==> config.mk <==
export PLATFORM = sky130hd
export DESIGN_NAME = d8_pour_point_top_n
export DESIGN_NICKNAME = d
export VERILOG_FILES = /design/src/d8pp_pkg.sv /design/src/d8pp_cell.sv /design/src/d8_pour_point_top_n.sv
export SDC_FILE = /design/constraint.sdc
export NUM_CORES = 2
export LEC_CHECK = 0
export BUFFER_PORTS_ARGS = -buffer_cell sky130_fd_sc_hd__buf_2
export CORE_ASPECT_RATIO = 1.4
export CORE_MARGIN = 2
export CORE_UTILIZATION = 50
export DETAILED_ROUTE_END_ITERATION = 8
export PLACE_DENSITY = 0.65
export SLEW_MARGIN = 25
export SYNTH_ARGS = -nofsm -noshare
export SYNTH_HDL_FRONTEND = slang
export SYNTH_SLANG_ARGS = --single-unit
==> constraint.sdc <==
create_clock -name clk -period 23.4 [get_ports clk]
set_input_delay 0 -clock clk [delete_from_list [all_inputs] [get_ports clk]]
set_output_delay 0 -clock clk [all_outputs]
set_load 0.05 [all_outputs]
==> src/d8pp_pkg.sv <==
// Package for the D8 pour point selector: widths, reset values, direction step tables
// and the types shared by the cell chain and the top level.
// No dependencies.
package d8pp_pkg;

	localparam int MAX_POINTS_DEF = 16;
	localparam int MAX_DIM_DEF    = 4096;

	localparam int FLOW_W   = 32;
	localparam int DIR_W    = 4;
	localparam int COORD_W  = 12;
	localparam int CFG_W    = 13;
	localparam int CFG_IDX_W = 2;
	localparam int NPTS_W   = 5;

	localparam int DIM_RESET  = 4096;
	localparam int NPTS_RESET = 16;

	localparam int S_TDATA_W = 40;
	localparam int M_TDATA_W = 24;

	typedef enum logic [CFG_IDX_W-1:0] {
		REG_MAP_WIDTH  = 2'd0,
		REG_MAP_HEIGHT = 2'd1,
		REG_N_POINTS   = 2'd2
	} cfg_reg_t;

	// D8 steps, indexed by direction code: E, SE, S, SW, W, NW, N, NE
	localparam logic signed [1:0] STEP_DX [8] = '{2'sd1, 2'sd1, 2'sd0, -2'sd1,
		-2'sd1, -2'sd1, 2'sd0, 2'sd1};
	localparam logic signed [1:0] STEP_DY [8] = '{2'sd0, 2'sd1, 2'sd1, 2'sd1,
		2'sd0, -2'sd1, -2'sd1, -2'sd1};

	typedef struct packed {
		logic [FLOW_W-1:0]  flow;
		logic [COORD_W-1:0] col;
		logic [COORD_W-1:0] row;
	} entry_t;

	// chain commands, at most one active per cycle
	typedef struct packed {
		logic ins;   // insert, list grows
		logic rep;   // drop smallest, insert
		logic pop;   // shift towards cell 0 for output
	} chain_op_t;

endpackage

==> src/d8pp_cell.sv <==
// One slot of the sorted pour point chain: holds an entry and its valid bit, compares
// its flow with the newcomer and takes data from either neighbour.
// Depends on d8pp_pkg.
module d8pp_cell (
	input  logic               clk,
	input  logic               arst_n,
	input  d8pp_pkg::chain_op_t op,
	input  d8pp_pkg::entry_t   new_ent,
	input  d8pp_pkg::entry_t   ent_b,   // neighbour towards smaller flow
	input  logic               le_b,
	input  logic               vld_b,
	input  d8pp_pkg::entry_t   ent_a,   // neighbour towards larger flow
	input  logic               le_a,
	input  logic               vld_a,
	output d8pp_pkg::entry_t   ent,
	output logic               le,
	output logic               vld
);

	d8pp_pkg::entry_t ent_q, ent_d;
	logic             vld_q, vld_d;

	assign ent = ent_q;
	assign vld = vld_q;
	assign le  = vld_q && (ent_q.flow <= new_ent.flow);

	always_comb begin
		ent_d = ent_q;
		vld_d = vld_q;
		if (op.pop) begin
			ent_d = ent_a;
			vld_d = vld_a;
		end else if (op.ins) begin
			// slots above the insertion point move up by one
			if (!le) begin
				vld_d = vld_q | vld_b;
				ent_d = le_b ? new_ent : ent_b;
			end
		end else if (op.rep) begin
			// slots below the insertion point move down, slot 0 drops out
			if (le_a) begin
				ent_d = ent_a;
			end else if (le) begin
				ent_d = new_ent;
			end
		end
	end

	always_ff @(posedge clk) begin
		ent_q <= ent_d;
	end

	always_ff @(posedge clk or negedge arst_n) begin
		if (!arst_n) begin
			vld_q <= 1'b0;
		end else begin
			vld_q <= vld_d;
		end
	end

endmodule

==> src/d8_pour_point_top_n.sv <==
// Top level of the D8 pour point selector: raster position counters, pour point test,
// configuration registers, output control and the chain of sorted cells.
// Depends on d8pp_pkg and d8pp_cell.
//
// Usage: cells of a raster frame arrive in raster order on the s_ channel, one
// transaction per cell; the block counts column and row itself. Pour points (no
// direction, or a direction that leaves the map) are offered to a sorted chain of
// MAX_POINTS cells that keeps the n_points largest flows, ascending, ties in arrival
// order. A frame streams at one cell a clock while s_tready is high.
// On the frame's last cell the chain is updated in that cycle; from the next cycle
// the kept points leave on the m_ channel from cell 0, one per cycle while m_tready
// is high, the final one with m_tlast. s_tready is low during this output phase, until
// the final point is taken; with no point kept the next frame starts at once. A stall
// on m_ holds the current point.
// Configuration writes (cfg_we, cfg_idx, cfg_data) take effect at the next edge and
// are to be made between frames. Reset clears the counters and the chain's valid bits
// and restores width 4096, height 4096, n_points 16.
module d8_pour_point_top_n #(
	parameter int MAX_POINTS = d8pp_pkg::MAX_POINTS_DEF,
	parameter int MAX_DIM    = d8pp_pkg::MAX_DIM_DEF
) (
	input  logic                             clk,
	input  logic                             arst_n,
	input  logic                             cfg_we,
	input  logic [d8pp_pkg::CFG_IDX_W-1:0]   cfg_idx,
	input  logic [d8pp_pkg::CFG_W-1:0]       cfg_data,
	input  logic                             s_tvalid,
	output logic                             s_tready,
	// s_tdata: [3:0] flow_dir, [35:4] flow_value, [39:36] zero
	input  logic [d8pp_pkg::S_TDATA_W-1:0]   s_tdata,
	output logic                             m_tvalid,
	input  logic                             m_tready,
	// m_tdata: [11:0] point_x, [23:12] point_y
	output logic [d8pp_pkg::M_TDATA_W-1:0]   m_tdata,
	output logic                             m_tlast
);

	localparam int CW = $clog2(MAX_DIM);
	localparam int KW = $clog2(MAX_POINTS + 1);
	localparam int DIM_RST_EFF = (d8pp_pkg::DIM_RESET > MAX_DIM) ? MAX_DIM
		: d8pp_pkg::DIM_RESET;
	localparam int NPTS_RST_EFF = (d8pp_pkg::NPTS_RESET > MAX_POINTS) ? MAX_POINTS
		: d8pp_pkg::NPTS_RESET;

	typedef enum logic [1:0] {
		ST_RUN  = 2'b01,
		ST_EMIT = 2'b10
	} state_t;

	state_t          state_q;
	logic [CW-1:0]   wm1_q, hm1_q;
	logic [KW-1:0]   lim_q;
	logic [CW-1:0]   x_q, y_q;
	logic [KW-1:0]   cnt_q;

	// configuration: store clamped extent minus one and the saturated point count
	logic [31:0]     dim_eff;
	logic [KW-1:0]   lim_d;

	always_comb begin
		if (cfg_data == '0) begin
			dim_eff = 32'd1;
		end else if (32'(cfg_data) > 32'(MAX_DIM)) begin
			dim_eff = 32'(MAX_DIM);
		end else begin
			dim_eff = 32'(cfg_data);
		end
		if (32'(cfg_data[d8pp_pkg::NPTS_W-1:0]) > 32'(MAX_POINTS)) begin
			lim_d = KW'(MAX_POINTS);
		end else begin
			lim_d = KW'(cfg_data[d8pp_pkg::NPTS_W-1:0]);
		end
	end

	always_ff @(posedge clk or negedge arst_n) begin
		if (!arst_n) begin
			wm1_q <= CW'(DIM_RST_EFF - 1);
			hm1_q <= CW'(DIM_RST_EFF - 1);
			lim_q <= KW'(NPTS_RST_EFF);
		end else if (cfg_we) begin
			case (cfg_idx)
				d8pp_pkg::REG_MAP_WIDTH: begin
					wm1_q <= CW'(dim_eff - 32'd1);
				end
				d8pp_pkg::REG_MAP_HEIGHT: begin
					hm1_q <= CW'(dim_eff - 32'd1);
				end
				d8pp_pkg::REG_N_POINTS: begin
					lim_q <= lim_d;
				end
				default: begin
				end
			endcase
		end
	end

	// input decode and pour point test
	logic [d8pp_pkg::DIR_W-1:0]  dir;
	logic [d8pp_pkg::FLOW_W-1:0] flow;
	logic signed [1:0]           dx, dy;
	logic                        x_end, y_end, pour, row_end, frame_end;
	logic                        x_past, x_far, y_past, y_far;
	logic                        s_acc, m_acc;

	assign dir  = s_tdata[d8pp_pkg::DIR_W-1:0];
	assign flow = s_tdata[d8pp_pkg::DIR_W +: d8pp_pkg::FLOW_W];
	assign dx   = d8pp_pkg::STEP_DX[dir[2:0]];
	assign dy   = d8pp_pkg::STEP_DY[dir[2:0]];
	assign x_end = x_q >= wm1_q;
	assign y_end = y_q >= hm1_q;
	// counters may sit beyond a geometry lowered mid-frame
	assign x_past = x_q > wm1_q;
	assign x_far  = x_past && ((x_q - wm1_q) != CW'(1));
	assign y_past = y_q > hm1_q;
	assign y_far  = y_past && ((y_q - hm1_q) != CW'(1));

	always_comb begin
		if (dir[d8pp_pkg::DIR_W-1]) begin
			pour = 1'b1;   // negative code: no direction
		end else begin
			pour = (dx < 0 && (x_q == '0 || x_far)) || (dx == 0 && x_past)
				|| (dx > 0 && x_end)
				|| (dy < 0 && (y_q == '0 || y_far)) || (dy == 0 && y_past)
				|| (dy > 0 && y_end);
		end
	end

	assign row_end   = x_end;
	assign frame_end = x_end && y_end;

	assign s_tready = (state_q == ST_RUN);
	assign m_tvalid = (state_q == ST_EMIT);
	assign s_acc    = s_tvalid && s_tready;
	assign m_acc    = m_tvalid && m_tready;

	// chain commands
	d8pp_pkg::chain_op_t op;
	d8pp_pkg::entry_t    new_ent;
	d8pp_pkg::entry_t    ent [MAX_POINTS];
	logic                le  [MAX_POINTS];
	logic                vld [MAX_POINTS];
	logic                full;

	assign full = (cnt_q >= lim_q);
	assign new_ent.flow = flow;
	assign new_ent.col  = d8pp_pkg::COORD_W'(x_q);
	assign new_ent.row  = d8pp_pkg::COORD_W'(y_q);
	assign op.ins = s_acc && pour && !full;
	// a full list only takes a flow strictly above its smallest entry
	assign op.rep = s_acc && pour && full && (lim_q != '0) && le[0]
		&& (ent[0].flow != flow);
	assign op.pop = m_acc;

	for (genvar gi = 0; gi < MAX_POINTS; gi++) begin : g_cell
		d8pp_pkg::entry_t ent_b, ent_a;
		logic             le_b, vld_b, le_a, vld_a;

		if (gi == 0) begin : g_lo
			assign ent_b = new_ent;
			assign le_b  = 1'b1;
			assign vld_b = 1'b1;
		end else begin : g_mid_lo
			assign ent_b = ent[gi-1];
			assign le_b  = le[gi-1];
			assign vld_b = vld[gi-1];
		end
		if (gi == MAX_POINTS - 1) begin : g_hi
			assign ent_a = new_ent;
			assign le_a  = 1'b0;
			assign vld_a = 1'b0;
		end else begin : g_mid_hi
			assign ent_a = ent[gi+1];
			assign le_a  = le[gi+1];
			assign vld_a = vld[gi+1];
		end

		d8pp_cell u_cell (
			.clk     (clk),
			.arst_n  (arst_n),
			.op      (op),
			.new_ent (new_ent),
			.ent_b   (ent_b),
			.le_b    (le_b),
			.vld_b   (vld_b),
			.ent_a   (ent_a),
			.le_a    (le_a),
			.vld_a   (vld_a),
			.ent     (ent[gi]),
			.le      (le[gi]),
			.vld     (vld[gi])
		);
	end

	assign m_tdata = {ent[0].row, ent[0].col};
	assign m_tlast = (cnt_q == KW'(1));

	// position counters, fill count and phase
	logic [KW-1:0] cnt_ins;
	assign cnt_ins = cnt_q + KW'(op.ins);

	always_ff @(posedge clk or negedge arst_n) begin
		if (!arst_n) begin
			x_q     <= '0;
			y_q     <= '0;
			cnt_q   <= '0;
			state_q <= ST_RUN;
		end else begin
			case (state_q)
				ST_RUN: begin
					if (s_acc) begin
						cnt_q <= cnt_ins;
						if (frame_end) begin
							x_q <= '0;
							y_q <= '0;
							if (cnt_ins != '0) begin
								state_q <= ST_EMIT;
							end
						end else if (row_end) begin
							x_q <= '0;
							y_q <= y_q + CW'(1);
						end else begin
							x_q <= x_q + CW'(1);
						end
					end
				end
				ST_EMIT: begin
					if (m_acc) begin
						cnt_q <= cnt_q - KW'(1);
						if (m_tlast) begin
							state_q <= ST_RUN;
						end
					end
				end
				default: begin
					state_q <= ST_RUN;
				end
			endcase
		end
	end

	logic [MAX_POINTS-1:0] vld_vec;
	for (genvar gv = 0; gv < MAX_POINTS; gv++) begin : g_vld
		assign vld_vec[gv] = vld[gv];
	end

	a_no_overlap: assert property (@(posedge clk) disable iff (!arst_n)
		!(s_tready && m_tvalid))
		else $error("input and output phases overlap");

	a_cnt_matches: assert property (@(posedge clk) disable iff (!arst_n)
		$countones(vld_vec) == 32'(cnt_q))
		else $error("fill count and cell valid bits disagree");

	a_cnt_bound: assert property (@(posedge clk) disable iff (!arst_n)
		32'(cnt_q) <= MAX_POINTS)
		else $error("fill count beyond chain length");

	a_last_ends: assert property (@(posedge clk) disable iff (!arst_n)
		m_acc && m_tlast |=> s_tready && !vld_vec[0])
		else $error("chain not empty after the final point");

	a_single_op: assert property (@(posedge clk) disable iff (!arst_n)
		$onehot0({op.ins, op.rep, op.pop}))
		else $error("conflicting chain commands");

endmodule

-- Word-level counts from Yosys, hierarchy flattened
Memory sizes are Yosys's and may differ from the RTL's.
Index checks and enable logic that the tools add are counted.
- add/subtract/negate cells: 7
- magnitude comparators: 28
- eq/ne operators: 30
- mux-type cells: 149
- bitwise gates (word level): 16
- reductions and logical operators: 79
- operators with widths (operator ; count):
    56-bit two-way mux ; 80
    32-bit <= comparator ; 16
    12-bit two-way mux ; 6
    32-bit zero test ; 2
    1-bit two-way mux ; 49
    2-bit AND reduction ; 22
    1-bit logical AND ; 33
    2-bit inequality test (second input constant) ; 16
    32-bit inequality test ; 1
    12-bit by 1-bit adder with 12-bit output (second input constant) ; 2
    12-bit >= comparator ; 2
    12-bit > comparator ; 2
    12-bit zero test ; 2
    12-bit by 1-bit inequality test with 1-bit output (second input constant) ; 2
    12-bit subtractor ; 2
    2-bit two-way mux ; 9
    5-bit two-way mux ; 3
    1-bit OR ; 15
    13-bit > comparator (second input constant) ; 1
    13-bit zero test ; 1
    12-bit by 1-bit subtractor with 12-bit output (second input constant) ; 1
    2-bit by 1-bit inequality test with 1-bit output (second input constant) ; 5
    5-bit one-hot mux with 2 select lines ; 1
    5-bit nonzero test ; 2
    20 further kinds ; 34
- bits in registers: 972
- memory bits (read-only): 32
- bits of input ports: 60
- output and inout port bits: 27
- logic and storage cells: 382
- memories: 2
- memory list (memory ; words ; bits a word ; rd ports ; clocked after Yosys merged registers in ; write ports ; RTL line ; source):
    (name not given) ; 8 ; 2 ; 1 ; 0 ; 0 ; d8_pour_point_top_n.sv:108 ; assign dy = d8pp_pkg::STEP_DY[dir[2:0]];
    (name not given) ; 8 ; 2 ; 1 ; 0 ; 0 ; d8_pour_point_top_n.sv:107 ; assign dx = d8pp_pkg::STEP_DX[dir[2:0]];

-- Logic depth before layout (Yosys ltp)
- word-level depth: 20
- mapped depth: 22
- gate-level depth less buffers: 19

-- Modules after synthesis
Synthesis repeated with hierarchy kept, for this count alone.
- cell total of the unflattened synthesis: 5667
- area total of the unflattened synthesis: 61109.9 µm²
- by module, submodules not included (module ; times used ; cells an instance ; area each (µm²)):
    d8pp_cell (g_cell[0].u_cell ...) ; 9 ; 315 ; 3493.4
    d8pp_cell (g_cell[4].u_cell ...) ; 6 ; 315 ; 3499.6
    d8_pour_point_top_n ; 1 ; 627 ; 5162.5
    d8pp_cell (g_cell[11].u_cell) ; 1 ; 315 ; 3509.6

-- Least setup slack after synthesis
No wires, ideal clock.
- path type: register to register
- start: register x_q[1]
- end: register g_cell[10].u_cell.ent_q (netlist bit g_cell[10].u_cell.ent[0]) (enable)
- library setup time: 5.469 ns
- data arrival time: 15.874 ns
- data required time: 17.931 ns
- path slack: 2.057 ns
- stages on the path, launching flop included: 15
- clock period less this slack: 21.343 ns
- path through: dfrtp_1 -> clkbuf_1 -> inv_1 -> fa_1 -> nand2b_1 -> nor4_1 -> nand4_1 -> or4_1 -> a2111oi_2 -> a311o_2 -> o211a_1 -> buf_2 -> buf_2 -> buf_2 -> nand2_1
- cells in the longest elaborated chain, start to end: 17
- ends and longest elaborated chain (item ; RTL line ; source):
    start, declared ; d8_pour_point_top_n.sv:53 ; logic [CW-1:0] x_q, y_q;
    start signal, assigned ; d8_pour_point_top_n.sv:222 ; x_q <= x_q + CW'(1);
    12-bit subtractor ; d8_pour_point_top_n.sv:113 ; assign x_far = x_past && ((x_q - wm1_q) != CW'(1));
    12-bit by 1-bit inequality test with 1-bit output ; d8_pour_point_top_n.sv:113 ;
    1-bit logical AND ; d8_pour_point_top_n.sv:113 ;
    1-bit logical OR ; d8_pour_point_top_n.sv:121 ; pour = (dx < 0 && (x_q == '0 || x_far)) || (dx == 0 && x_past)
    1-bit logical AND ; d8_pour_point_top_n.sv:121 ;
    1-bit logical OR ; d8_pour_point_top_n.sv:121 ;
    1-bit logical OR (*) ; d8_pour_point_top_n.sv:122 ; || (dx > 0 && x_end)
    1-bit logical OR (*) (2 in series) ; d8_pour_point_top_n.sv:123 ; || (dy < 0 && (y_q == '0 || y_far)) || (dy == 0 && y_past)
    1-bit logical OR (*) ; d8_pour_point_top_n.sv:124 ; || (dy > 0 && y_end);
    1-bit two-way mux (*) ; d8_pour_point_top_n.sv:118 ; if (dir[d8pp_pkg::DIR_W-1]) begin
    1-bit logical AND (*) ; d8_pour_point_top_n.sv:148, d8_pour_point_top_n.sv:150 ;
    1-bit logical AND (3 in series) ; d8_pour_point_top_n.sv:150 ; assign op.rep = s_acc && pour && full && (lim_q != '0) && le[0]
    1-bit logical AND ; d8_pour_point_top_n.sv:151 ; && (ent[0].flow != flow);
    3-bit nonzero test (no source line) (*) ; - ;
    end signal, assigned ; d8pp_cell.sv:50 ; ent_q <= ent_d;
    end, declared ; d8pp_cell.sv:20 ; d8pp_pkg::entry_t ent_q, ent_d;
Mark *: on every way between the ends. The rest lies on a longest branch, timed or not.
A chain may end at the register's enable or synchronous reset.

-- Worst setup path after layout
- start: register x_q[0]
- end: register g_cell[8].u_cell.ent_q (netlist bit g_cell[8].u_cell.ent[16]) (enable)
- cells in the longest elaborated chain, start to end: 17
- ends and longest elaborated chain (item ; RTL line):
    12-bit subtractor ; d8_pour_point_top_n.sv:113
    12-bit by 1-bit inequality test with 1-bit output ; d8_pour_point_top_n.sv:113
    1-bit logical AND ; d8_pour_point_top_n.sv:113
    1-bit logical OR ; d8_pour_point_top_n.sv:121
    1-bit logical AND ; d8_pour_point_top_n.sv:121
    1-bit logical OR ; d8_pour_point_top_n.sv:121
    1-bit logical OR (*) ; d8_pour_point_top_n.sv:122
    1-bit logical OR (*) (2 in series) ; d8_pour_point_top_n.sv:123
    1-bit logical OR (*) ; d8_pour_point_top_n.sv:124
    1-bit two-way mux (*) ; d8_pour_point_top_n.sv:118
    1-bit logical AND (*) ; d8_pour_point_top_n.sv:148, d8_pour_point_top_n.sv:150
    1-bit logical AND (3 in series) ; d8_pour_point_top_n.sv:150
    1-bit logical AND ; d8_pour_point_top_n.sv:151
    3-bit nonzero test (no source line) (*) ; -
    end signal, assigned ; d8pp_cell.sv:50
    end, declared ; d8pp_cell.sv:20
Marked as above.

==> results.json <==
{
  "status": "finished clean",
  "cts_htree_levels": 3,
  "fin_crit_ns": 7.80,
  "die_x_um": 336,
  "post_cts_buffers": 0,
  "syn2layout_area_growth_pct": 7.50,
  "io_pins": 87,
  "dominantRegCellSynth": "edfxtp_1",
  "drtIter0Drc": 6863,
  "place_congestion": 0.930,
  "setup_viol": 0,
  "cts_resized": 0,
  "p_leak_nw": 32.1,
  "placedCellCount": 9587,
  "fin_nets": 8316,
  "finalHoldViolCount": 0,
  "vias": 68200,
  "fin_worst_skew_ns": 0.0289,
  "syn_inst": 8077,
  "start_util": 0.504,
  "io_buffers": 82,
  "wl_per_cell_um": 25.6,
  "via_per_inst": 6.92,
  "layout_commonest_cell": "edfxtp_1",
  "final_cell_mix": "edfxtp_1 (896), nand2_1 (732), mux2i_1 (717), nor2_1 (657), a21oi_1 (591)",
  "drt_wl_total_mm": 252,
  "drc": 0,
  "startpoint_type": "flop",
  "ir_worst_vdd_uv": 129,
  "cts_sinks": 972,
  "fin_crit_sh": 0.333,
  "maxCapViolCount": 0,
  "drive_gt1_frac": 0.0872,
  "tightest_slew_ns": 1.23,
  "hold_path.class": "input port to flop",
  "worstPathArrival_ns": 8.18,
  "antenna_found_initial": 6,
  "whs_ns": 0.0505,
  "syn_nets": 8689,
  "grt_overflow_total": 0,
  "firstDrtPassIters": 8,
  "synth_seq_cells": 972,
  "grt_pass1_wl_mm": 389,
  "path_clk_slew_ns": 0.06,
  "path_class": "flop to flop",
  "yosysSeqAreaShare": 0.373,
  "end_kind": "flop",
  "dp_hpwl_mm": 157,
  "slew_viol_final": 0,
  "syn_area_per_cell_um2": 9.57,
  "clk_latency_ns": 0.77,
  "fin_util": 0.542,
  "cp_max_fo": 72,
  "fp.dieH_um": 469,
  "yosysTopAreaCell": "edfxtp_1",
  "numCtsBuffers": 107,
  "grt_pass1_vias": 67100,
  "synth_top_area_frac": 0.348,
  "instances_no_fill": 9858,
  "maxSlewHeadroom": 0.177,
  "ys_warn_count": 0,
  "ys_top_cells_by_area": "edfxtp_1 (35%), mux2i_1 (9.3%), ha_1 (8.9%)",
  "grt_max_degree": 200,
  "synth_edf_count": 896,
  "ctsHoldBuffers": 70,
  "crit_required_ns": 23.78,
  "die-area_um2": 158000,
  "grtUsageTotal": 0.308,
  "placementRows": 170,
  "synthArstFlopShare": 0.0782,
  "fin_tns_setup_ns": 0,
  "root_buffer": "clkbuf_16",
  "cts_tree": "yes",
  "synth_area_um2": 77300,
  "max_freq_mhz": 128,
  "cts_buffer_depth": 3,
  "ant_nets": 0,
  "core-area_um2": 153000,
  "synth.distinct_cells": 81,
  "rsz0062_at_grt": "no",
  "powerDensity_nw_per_um2": 163
}
path summary, 6_finish.rpt:
kind                                           start                                 end  slack [ns]  cells past startpoint
worst max-delay path              x_q[0]$_DFFE_PN0P_  g_cell[8].u_cell.ent[16]$_DFFE_PP_       15.60                     14
worst min-delay path                        m_tready  g_cell[3].u_cell.ent[18]$_DFFE_PP_        0.05                      3
worst max register to register    x_q[0]$_DFFE_PN0P_  g_cell[8].u_cell.ent[16]$_DFFE_PP_       15.60                     14
worst min register to register  hm1_q[8]$_DFFE_PN1P_                hm1_q[8]$_DFFE_PN1P_        0.48                      2
max in group asynchronous                     arst_n                cnt_q[3]$_DFFE_PN0P_       22.32                      4
min in group asynchronous                     arst_n                  x_q[3]$_DFFE_PN0P_        0.30                      4
where the power goes:
part / internal, mW / switching (mW)
Sequential: 3.33 / 0.791
Clock: 1.01 / 0.780
Combinational: 3.11 / 4.56
kinds of logic after synthesis:
| family | share of synthesized area |
|---|---|
| adder cells (fa/ha/maj) | 0.0895 |
| multiplexers | 0.118 |
| XOR/XNOR | 0.00204 |
| flip-flops | 0.373 |
| buffers and inverters | 0.0496 |
| AND/OR/NAND/NOR | 0.120 |
| AO/OA/AOI/OAI | 0.247 |
per-stage QoR:
stage	setup WS, ns	total power, mW	cell area [µm²]
final	15.60	13.6	83100
after CTS	15.65	13.5	83000
after global placement	15.69	11.4	78700
after floorplan	2.06	10.2	77300
after detailed placement	15.69	11.6	78800
after global routing	15.18	14.5	83100
state kept, by name (all words and copies together) (netlist names), 5 cells and up:
signal,cells
g_cell.u_cell.ent,896
g_cell.u_cell.vld,16
hm1_q,12
wm1_q,12
x_q,12
y_q,12
cnt_q,5
lim_q,5
cell usage after synthesis (22+ instances only):
cell type  instances
a211o_1           26
a211oi_1          92
a21o_1            95
a21oi_1          596
a221o_1          405
a22o_1            56
a22oi_1          174
a2bb2oi_1         58
a311o_1           57
and2_1            60
and3_1           185
buf_1             55
buf_2            159
buf_4             32
clkbuf_1         550
dfrtp_1           50
dfstp_2           26
edfxtp_1         896
ha_1             550
inv_1            124
mux2_2           174
mux2i_1          717
nand2_1          735
nand3_1           60
nand4_1          127
nor2_1           658
nor2b_1           33
nor3_1            22
nor4_1            66
nor4b_1           28
o211ai_1          78
o21a_1            79
o21ai_0          390
o221ai_1         264
o22ai_1          204
layer usage:
layer  share of wire  vias up  GRT usage
met4           0.056        2      0.173
met1            0.40    33700      0.393
met2            0.47     2893      0.506
li1                -    31000          -
met5        0.000071        -          0
met3           0.067      571     0.0360
worst max-delay path, stage by stage, from the launching register on:
cell,delay (ns)
dfrtp_1,0.86
inv_1,0.37
ha_1,0.34
fa_1,0.43
nand2b_1,0.18
a2111oi_0,0.58
o21ai_1,0.18
nand2_1,0.12
a21oi_1,0.07
a311o_2,0.46
o211a_4,0.46
nand2_4,0.51
buf_4,0.90
buf_4,0.92
buf_4,0.87
area by class of cell:
type                    count  area (µm²)
diodes                      5        12.5
clock buffers             142        2950
clock inverters            52         591
fillers                 13600       70300
inverters                 126         485
multi-input cells        6178       45100
flip-flops and latches    972       28800
well taps                2064        2580
repair buffers            319        2550
Power figures use the tool's default switching activity.
